File: config.mk
export PLATFORM = sky130hd
export DESIGN_NAME = rotor_reflector_cipher_top_flat
export DESIGN_NICKNAME = d
export VERILOG_FILES = /design/src/rtl/rrc_pkg.sv /design/src/rtl/rrc_channels.sv /design/src/rtl/rrc_cfg_regs.sv /design/src/rtl/rrc_datapath.sv /design/src/rtl/rotor_reflector_cipher_top.sv /design/src/flat_wrapper.sv
export SDC_FILE = /design/constraint.sdc
export NUM_CORES = 1
export LEC_CHECK = 0
export BUFFER_PORTS_ARGS = -buffer_cell sky130_fd_sc_hd__buf_2
export CAP_MARGIN = 20
export CORE_UTILIZATION = 45
export CTS_CLUSTER_DIAMETER = 100
export DETAILED_ROUTE_END_ITERATION = 10
export PLACE_DENSITY_LB_ADDON = 0.3
export SLEW_MARGIN = 40
export SYNTH_ARGS = -nofsm -noshare
export SYNTH_HDL_FRONTEND = slang
export SYNTH_SLANG_ARGS = --single-unit
File: constraint.sdc
create_clock -name clk -period 8.6 [get_ports clk]
set_input_delay 2.58 -clock clk [delete_from_list [all_inputs] [get_ports clk]]
set_output_delay 2.58 -clock clk [all_outputs]
set_load 0.05 [all_outputs]
File: src/rtl/rrc_pkg.sv
// Package for the rotor and reflector cipher: widths, register indexes, table type
// and the symbol mapping functions. It depends on nothing else.
`timescale 1ns / 1ps

package rrc_pkg;

	localparam int SYMBOLS = 30;
	localparam int POS_W   = 5;
	localparam int CHAR_W  = 8;
	localparam int REG_W   = 50;
	localparam int IDX_W   = 3;
	localparam int PER_REG = 10;

	localparam logic [POS_W-1:0] LAST_POS = 5'd29;

	typedef enum logic [IDX_W-1:0] {
		CFG_ROTOR_0 = 3'd0,
		CFG_ROTOR_1 = 3'd1,
		CFG_ROTOR_2 = 3'd2,
		CFG_REFL_0  = 3'd3,
		CFG_REFL_1  = 3'd4,
		CFG_REFL_2  = 3'd5
	} cfg_reg_t;

	typedef logic [SYMBOLS-1:0][POS_W-1:0] table_t;

	typedef struct packed {
		logic             hit;
		logic [POS_W-1:0] pos;
	} sym_t;

	function automatic logic [POS_W-1:0] wrap_pos(input logic [POS_W-1:0] v);
		wrap_pos = (v >= 5'd30) ? v - 5'd30 : v;
	endfunction

	function automatic sym_t sym_index(input logic [CHAR_W-1:0] c);
		sym_t s;
		s.hit = 1'b1;
		s.pos = '0;
		if (c >= 8'h41 && c <= 8'h5A) begin
			s.pos = POS_W'(c - 8'h41);
		end else begin
			case (c)
				8'h2E:   s.pos = 5'd26;
				8'h2C:   s.pos = 5'd27;
				8'h27:   s.pos = 5'd28;
				8'h20:   s.pos = 5'd29;
				default: s.hit = 1'b0;
			endcase
		end
		sym_index = s;
	endfunction

	function automatic logic [CHAR_W-1:0] sym_char(input logic [POS_W-1:0] q);
		logic [CHAR_W-1:0] c;
		c = 8'h20;
		if (q < 5'd26) begin
			c = 8'h41 + {3'b000, q};
		end else begin
			case (q)
				5'd26:   c = 8'h2E;
				5'd27:   c = 8'h2C;
				5'd28:   c = 8'h27;
				default: c = 8'h20;
			endcase
		end
		sym_char = c;
	endfunction

endpackage

File: src/rtl/rrc_channels.sv
// Channel interfaces of the cipher: character input, result output and register writes.
// Widths come from rrc_pkg.
`timescale 1ns / 1ps

interface rrc_in_if;
	logic                       valid;
	logic                       ready;
	logic [rrc_pkg::CHAR_W-1:0] char_in;
	logic                       restart;
	modport source (output valid, char_in, restart, input ready);
	modport sink (input valid, char_in, restart, output ready);
endinterface

interface rrc_out_if;
	logic                       valid;
	logic                       ready;
	logic [rrc_pkg::CHAR_W-1:0] char_out;
	logic                       invalid;
	modport source (output valid, char_out, invalid, input ready);
	modport sink (input valid, char_out, invalid, output ready);
endinterface

interface rrc_cfg_if;
	logic                      valid;
	logic                      ready;
	logic [rrc_pkg::IDX_W-1:0] index;
	logic [rrc_pkg::REG_W-1:0] data;
	modport source (output valid, index, data, input ready);
	modport sink (input valid, index, data, output ready);
endinterface

File: src/rtl/rrc_cfg_regs.sv
// Configuration register file of the cipher, presenting the rotor and reflector tables
// with out-of-range entries wrapped. Depends on rrc_pkg and rrc_channels.
`timescale 1ns / 1ps

module rrc_cfg_regs (
	input  logic           clk,
	input  logic           arst_n,
	rrc_cfg_if.sink        cfg,
	output rrc_pkg::table_t rotor,
	output rrc_pkg::table_t refl
);

	logic [2:0][rrc_pkg::REG_W-1:0] rotor_q;
	logic [2:0][rrc_pkg::REG_W-1:0] refl_q;

	assign cfg.ready = 1'b1;

	always_ff @(posedge clk or negedge arst_n) begin
		if (!arst_n) begin
			rotor_q <= '0;
			refl_q  <= '0;
		end else if (cfg.valid) begin
			case (cfg.index)
				rrc_pkg::CFG_ROTOR_0: rotor_q[0] <= cfg.data;
				rrc_pkg::CFG_ROTOR_1: rotor_q[1] <= cfg.data;
				rrc_pkg::CFG_ROTOR_2: rotor_q[2] <= cfg.data;
				rrc_pkg::CFG_REFL_0:  refl_q[0]  <= cfg.data;
				rrc_pkg::CFG_REFL_1:  refl_q[1]  <= cfg.data;
				rrc_pkg::CFG_REFL_2:  refl_q[2]  <= cfg.data;
				default: ;
			endcase
		end
	end

	always_comb begin
		for (int k = 0; k < rrc_pkg::SYMBOLS; k++) begin
			rotor[k] = rrc_pkg::wrap_pos(
				rotor_q[k / rrc_pkg::PER_REG][(k % rrc_pkg::PER_REG) * rrc_pkg::POS_W +:
				rrc_pkg::POS_W]);
			refl[k] = rrc_pkg::wrap_pos(
				refl_q[k / rrc_pkg::PER_REG][(k % rrc_pkg::PER_REG) * rrc_pkg::POS_W +:
				rrc_pkg::POS_W]);
		end
	end

endmodule

File: src/rtl/rrc_datapath.sv
// Cipher datapath: rotor offset, input stage, table lookups, rotor search and result
// register. Depends on rrc_pkg and rrc_channels.
`timescale 1ns / 1ps

module rrc_datapath (
	input  logic            clk,
	input  logic            arst_n,
	rrc_in_if.sink          din,
	rrc_out_if.source       dout,
	input  rrc_pkg::table_t rotor,
	input  rrc_pkg::table_t refl
);

	logic [rrc_pkg::POS_W-1:0]  offset_q;
	logic [rrc_pkg::POS_W-1:0]  base_off;
	logic [rrc_pkg::POS_W-1:0]  step_off;
	rrc_pkg::sym_t              sym;
	logic                       in_take;
	logic                       adv_s1;

	logic                       valid_s1;
	logic                       hit_s1;
	logic [rrc_pkg::POS_W-1:0]  pos_s1;
	logic [rrc_pkg::POS_W-1:0]  off_s1;

	logic                       valid_s2;
	logic                       invalid_s2;
	logic [rrc_pkg::CHAR_W-1:0] char_s2;

	logic [rrc_pkg::POS_W:0]    sp_sum;
	logic [rrc_pkg::POS_W-1:0]  sp;
	logic [rrc_pkg::POS_W-1:0]  p;
	logic [rrc_pkg::POS_W-1:0]  r;
	logic [rrc_pkg::POS_W-1:0]  q;
	logic [rrc_pkg::POS_W:0]    q_sum;
	logic [rrc_pkg::POS_W-1:0]  out_pos;

	assign adv_s1    = !valid_s2 || dout.ready;
	assign din.ready = !valid_s1 || adv_s1;
	assign in_take   = din.valid && din.ready;

	assign base_off = din.restart ? '0 : offset_q;
	assign step_off = (base_off == rrc_pkg::LAST_POS) ? '0 : base_off + 1'b1;
	assign sym      = rrc_pkg::sym_index(din.char_in);

	always_ff @(posedge clk or negedge arst_n) begin
		if (!arst_n) begin
			offset_q <= '0;
			valid_s1 <= 1'b0;
			valid_s2 <= 1'b0;
		end else begin
			if (in_take) begin
				offset_q <= step_off;
			end
			if (din.ready) begin
				valid_s1 <= din.valid;
			end
			if (adv_s1) begin
				valid_s2 <= valid_s1;
			end
		end
	end

	always_ff @(posedge clk) begin
		if (in_take) begin
			hit_s1 <= sym.hit;
			pos_s1 <= sym.pos;
			off_s1 <= step_off;
		end
	end

	always_comb begin
		sp_sum = {1'b0, pos_s1} + 6'd30 - {1'b0, off_s1};
		sp     = (sp_sum >= 6'd30) ? rrc_pkg::POS_W'(sp_sum - 6'd30) : sp_sum[rrc_pkg::POS_W-1:0];
		p      = rotor[sp];
		r      = refl[p];
		q      = '0;
		for (int k = 0; k < rrc_pkg::SYMBOLS; k++) begin
			if (rotor[k] == r) begin
				q = rrc_pkg::POS_W'(k);
			end
		end
		q_sum   = {1'b0, q} + {1'b0, off_s1};
		out_pos = (q_sum >= 6'd30) ? rrc_pkg::POS_W'(q_sum - 6'd30) : q_sum[rrc_pkg::POS_W-1:0];
	end

	always_ff @(posedge clk) begin
		if (adv_s1 && valid_s1) begin
			invalid_s2 <= !hit_s1;
			char_s2    <= hit_s1 ? rrc_pkg::sym_char(out_pos) : '0;
		end
	end

	assign dout.valid    = valid_s2;
	assign dout.char_out = char_s2;
	assign dout.invalid  = invalid_s2;

	a_offset_range: assert property (@(posedge clk) disable iff (!arst_n)
		offset_q <= rrc_pkg::LAST_POS)
		else $error("rotor offset left the alphabet range");

	a_restart_step: assert property (@(posedge clk) disable iff (!arst_n)
		in_take && din.restart |=> offset_q == 5'd1)
		else $error("restart did not leave the offset at one");

	a_offset_wrap: assert property (@(posedge clk) disable iff (!arst_n)
		in_take && !din.restart && offset_q == rrc_pkg::LAST_POS |=> offset_q == '0)
		else $error("offset did not wrap to zero");

	a_stall_full: assert property (@(posedge clk) disable iff (!arst_n)
		!din.ready |-> valid_s1 && valid_s2 && !dout.ready)
		else $error("input stalled with room in the pipeline");

	a_invalid_zero: assert property (@(posedge clk) disable iff (!arst_n)
		valid_s2 && invalid_s2 |-> char_s2 == '0)
		else $error("invalid character produced a non-zero result");

endmodule

File: src/rtl/rotor_reflector_cipher_top.sv
// Top level of the rotor and reflector cipher: register file and datapath.
// Each character is registered in the input stage, then its result in the result register, which drives dout.
// Throughput: one character per cycle while dout accepts results, set by the single registered lookup and search pass.
// Reset: arst_n clears the rotor offset, all table registers and the pipeline valid flags.
// Depends on rrc_pkg, rrc_channels, rrc_cfg_regs and rrc_datapath.
`timescale 1ns / 1ps

module rotor_reflector_cipher_top (
	input logic        clk,
	input logic        arst_n,
	rrc_in_if.sink     din,
	rrc_out_if.source  dout,
	rrc_cfg_if.sink    cfg
);

	rrc_pkg::table_t rotor;
	rrc_pkg::table_t refl;

	rrc_cfg_regs u_cfg (
		.clk    (clk),
		.arst_n (arst_n),
		.cfg    (cfg),
		.rotor  (rotor),
		.refl   (refl)
	);

	rrc_datapath u_dp (
		.clk    (clk),
		.arst_n (arst_n),
		.din    (din),
		.dout   (dout),
		.rotor  (rotor),
		.refl   (refl)
	);

endmodule

File: src/flat_wrapper.sv
// flat-port wrapper written by rule: the top's interface ports become plain ports
module rotor_reflector_cipher_top_flat 
  (clk, arst_n, din_valid, din_char_in, din_restart, din_ready, dout_valid, dout_char_out, dout_invalid, dout_ready, cfg_valid, cfg_index, cfg_data, cfg_ready);
  rrc_in_if din_i ();
  rrc_out_if dout_i ();
  rrc_cfg_if cfg_i ();
  input logic clk;
  input logic arst_n;
  input wire logic [$bits(din_i.valid)-1:0] din_valid;
  input wire logic [$bits(din_i.char_in)-1:0] din_char_in;
  input wire logic [$bits(din_i.restart)-1:0] din_restart;
  output wire logic [$bits(din_i.ready)-1:0] din_ready;
  output wire logic [$bits(dout_i.valid)-1:0] dout_valid;
  output wire logic [$bits(dout_i.char_out)-1:0] dout_char_out;
  output wire logic [$bits(dout_i.invalid)-1:0] dout_invalid;
  input wire logic [$bits(dout_i.ready)-1:0] dout_ready;
  input wire logic [$bits(cfg_i.valid)-1:0] cfg_valid;
  input wire logic [$bits(cfg_i.index)-1:0] cfg_index;
  input wire logic [$bits(cfg_i.data)-1:0] cfg_data;
  output wire logic [$bits(cfg_i.ready)-1:0] cfg_ready;
  assign din_i.valid = din_valid;
  assign din_i.char_in = din_char_in;
  assign din_i.restart = din_restart;
  assign din_ready = din_i.ready;
  assign dout_valid = dout_i.valid;
  assign dout_char_out = dout_i.char_out;
  assign dout_invalid = dout_i.invalid;
  assign dout_i.ready = dout_ready;
  assign cfg_i.valid = cfg_valid;
  assign cfg_i.index = cfg_index;
  assign cfg_i.data = cfg_data;
  assign cfg_ready = cfg_i.ready;
  rotor_reflector_cipher_top u_core (.clk(clk), .arst_n(arst_n), .din(din_i), .dout(dout_i), .cfg(cfg_i));
endmodule
==> flow_metrics.py <==
metrics = {
    "worst_setup_path": {
        "start_kind": "register",
        "slowest_stage": "or4_4",
        "critPathMaxFanout": 10,
        "cp.required_ns": 8.91,
        "arrival_ns": 9.30,
        "reg2reg_setup_slack_ns": -0.39,
        "worst_path_largest_cell_delay_ns": 0.58,
        "crit_top_cell": "buf_4",
        "end_kind": "register",
        "critPathKind": "register to register",
    },
    "clocking": {
        "htree_levels": 2,
        "cts_tree": "yes",
        "holdBufCountCts": 0,
        "cts_root_buf": "clkbuf_16",
        "clock_latency_ns": 0.58,
        "clk_pin_slew_ns": 0.06,
        "cts_buffers": 39,
        "cts_max_path_buffers": 3,
        "clock_sinks": 326,
    },
    "die": {
        "row_count": 83,
        "core_um2": 51500,
        "die_h_um": 231,
        "die_w_um": 231,
        "start_util_pct": 45.8,
        "io_pins": 79,
        "dieArea_um2": 53300,
    },
    "synth": {
        "synth_top_family_by_area": "compound AO/OA/AOI/OAI gates",
        "ys_top_cells_by_area": "dfrtp_1 33%, mux2_2 13%, ha_1 4.5%",
        "synth-edff-count": 19,
        "synthFlopType": "dfrtp_1",
        "synth.area.mux_share_pct": 15.6,
        "synth-seq-area-share_pct": 35.0,
        "postSynthAreaPerCell_um2": 9.29,
        "synthTopCellsByCount": "307 x dfrtp_1, 277 x mux2_2, 238 x nand2_1",
        "synth_compound_area_share_pct": 19.3,
        "syn_inst": 2536,
        "synth.most_common_cell": "dfrtp_1",
        "synth-seq-cells": 326,
        "synth-simple-area-share_pct": 15.4,
        "yosysTopAreaCell": "dfrtp_1",
        "syn_nets": 2689,
        "yosysWarnings": 0,
        "synth_top_area_share_pct": 32.6,
        "synth_xor_area_share_pct": 6.14,
        "ys_types": 100,
        "synth_area_um2": 23600,
        "synth_fa_ha_area_share_pct": 4.63,
        "async_reset_ff_share_pct": 94.2,
    },
    "global_route": {
        "grt.total_usage_pct": 33.5,
        "grt_max_degree": 78,
        "grt_pass1_vias": 22500,
        "grt_pass1_wl_um": 135000,
        "antenna_found_initial": 5,
        "overflow": 0,
    },
    "status": {
        "status": "finished with violations",
        "violations": "setup timing",
    },
    "drt": {
        "drt_pass1_iterations": 6,
        "vias": 22700,
        "drtIter0Drc": 2227,
        "routed_wirelength_um": 89200,
        "wl_per_cell_um": 24.7,
        "detail-route-antenna-nets": 0,
        "vias_per_cell": 6.30,
        "drc_errors": 0,
    },
    "sta": {
        "hold_slack_ns": 0.493,
        "fin_worst_skew_ns": 0.0159,
        "hold_violations": 0,
        "tightest_slew_ns": 0.865,
        "drv_slew": 0,
        "fin_crit_sh_pct": 105,
        "relSlewSlack_pct": 42.2,
        "fin_crit_ns": 8.99,
        "grt_setup_unrepaired": "yes",
        "final-setup-viol-count": 7,
        "fmax_mhz": 111,
        "setup_slack_ns": -0.392,
    },
    "place": {
        "globalplace.congestion": 1.08,
        "io_buffer_count": 76,
        "post-dp-hpwl_um": 66900,
    },
    "layout": {
        "syn_to_final_growth_pct": 24.9,
        "nNetsFinal": 3047,
        "drive_gt1_share_pct": 31.2,
        "nFillCells": 4473,
    },
    "job": {
        "cap_violations": 0,
    },
    "min_path": {
        "hp-class": "register to register",
    },
}
[path summary, 6_finish.rpt]
check / from / to / cells after the start
max: u_core.u_dp.off_s1[1] / u_core.u_dp.dout.char_out[1] / 39
min: u_core.u_dp.valid_s1 / u_core.u_dp.dout.valid / 1
max reg2reg: u_core.u_dp.off_s1[1] / u_core.u_dp.dout.char_out[1] / 39
min reg2reg: u_core.u_dp.valid_s1 / u_core.u_dp.dout.valid / 1
max in group asynchronous: arst_n / u_core.u_dp.dout.valid / 2
min in group asynchronous: arst_n / u_core.u_cfg.refl_q[10] / 1
[area by class of cell]
cell class              count  area, µm²  share of cell area, %
flip-flops and latches    326       8250                   28.0
multi-input cells        2009      15100                   51.3
inverters                  89        334                   1.13
clock buffers              54       1140                   3.88
clock inverters            17        267                  0.905
diodes                      1       2.50                0.00850
repair buffers            429       3480                   11.8
well taps                 680        851                   2.89
[stage by stage]
| step | utilization (%) | TNS (ns) | setup slack (ns) | instances | cell area (µm²) |
|---|---|---|---|---|---|
| floorplan | - | -0.00141 | -0.00141 | 2536 | 23600 |
| global placement | 52.0 | -5.50 | -0.916 | 3479 | 26800 |
| detailed placement | 52.1 | -4.49 | -0.794 | 3482 | 26900 |
| CTS | 56.8 | -1.51 | -0.294 | 3601 | 29300 |
| global route | 57.1 | -4.69 | -0.746 | 3604 | 29400 |
| finish | 57.1 | -2.32 | -0.392 | 3605 | 29400 |
[placed cells by master (no fill, tap or decap), types with 20 or more instances in the layout]
master     Yosys  routed
buf_4         14     308
dfrtp_1      307     307
mux2_2       277     275
nand2_1      238     234
nand3_1      183     182
o21ai_0      188     177
a21oi_1      161     156
xnor2_1      111     107
nor2_1       106     103
inv_1         87      86
ha_1          84      80
buf_2         28      75
and3_1        71      68
xor2_1        49      46
o22ai_1       43      43
nor3_1        49      41
clkbuf_16      0      40
mux2i_1       36      35
o211ai_1      29      29
o32ai_1       30      26
a21boi_0      25      24
o221ai_1      22      20
[sequential cells by signal, indices dropped and copies added (netlist names), 5 cells and up]
register and flops:
u_core.u_cfg.refl_q 150, u_core.u_cfg.rotor_q 150, u_core.u_dp.dout.char_out 7, u_core.u_dp.off_s1 5, u_core.u_dp.offset_q 5, u_core.u_dp.pos_s1 5
[worst max-delay path: cells and delay by family (launching register included)]
family	cells	cell delay (ns)
multiplexers	1	0.27
flip-flops	1	0.41
AO/OA/AOI/OAI	14	3.05
AND/OR/NAND/NOR	6	1.51
XOR/XNOR	2	0.32
buffers and inverters	10	1.44
adder cells (fa/ha/maj)	6	1.71
[kinds of logic after synthesis]
logic type,after synthesis
AOI/OAI and AO/OA,692
xor gates and xnor gates,162
adders and majority gates,86
buffers and inverters,201
DFF,326
muxes,322
other,2
and+or+nand+nor,745
[repair_timing]
| action | CTS | global route |
|---|---|---|
| endpoints found under the setup margin | 7 | 7 |
| buffers inserted | 44 | 3 |
| pin swaps | 37 | 36 |
| resized for setup | 119 | 25 |
| cloned | 4 | 0 |
[metal layers]
layer	wire, µm	global-route usage (%)
met4	5180	18.0
met3	5570	4.89
met1	36800	42.8
met5	0	0
met2	41700	54.5
Power is not shown: default switching activity piles up to over one toggle a cycle in this logic, so the estimate is an artifact.
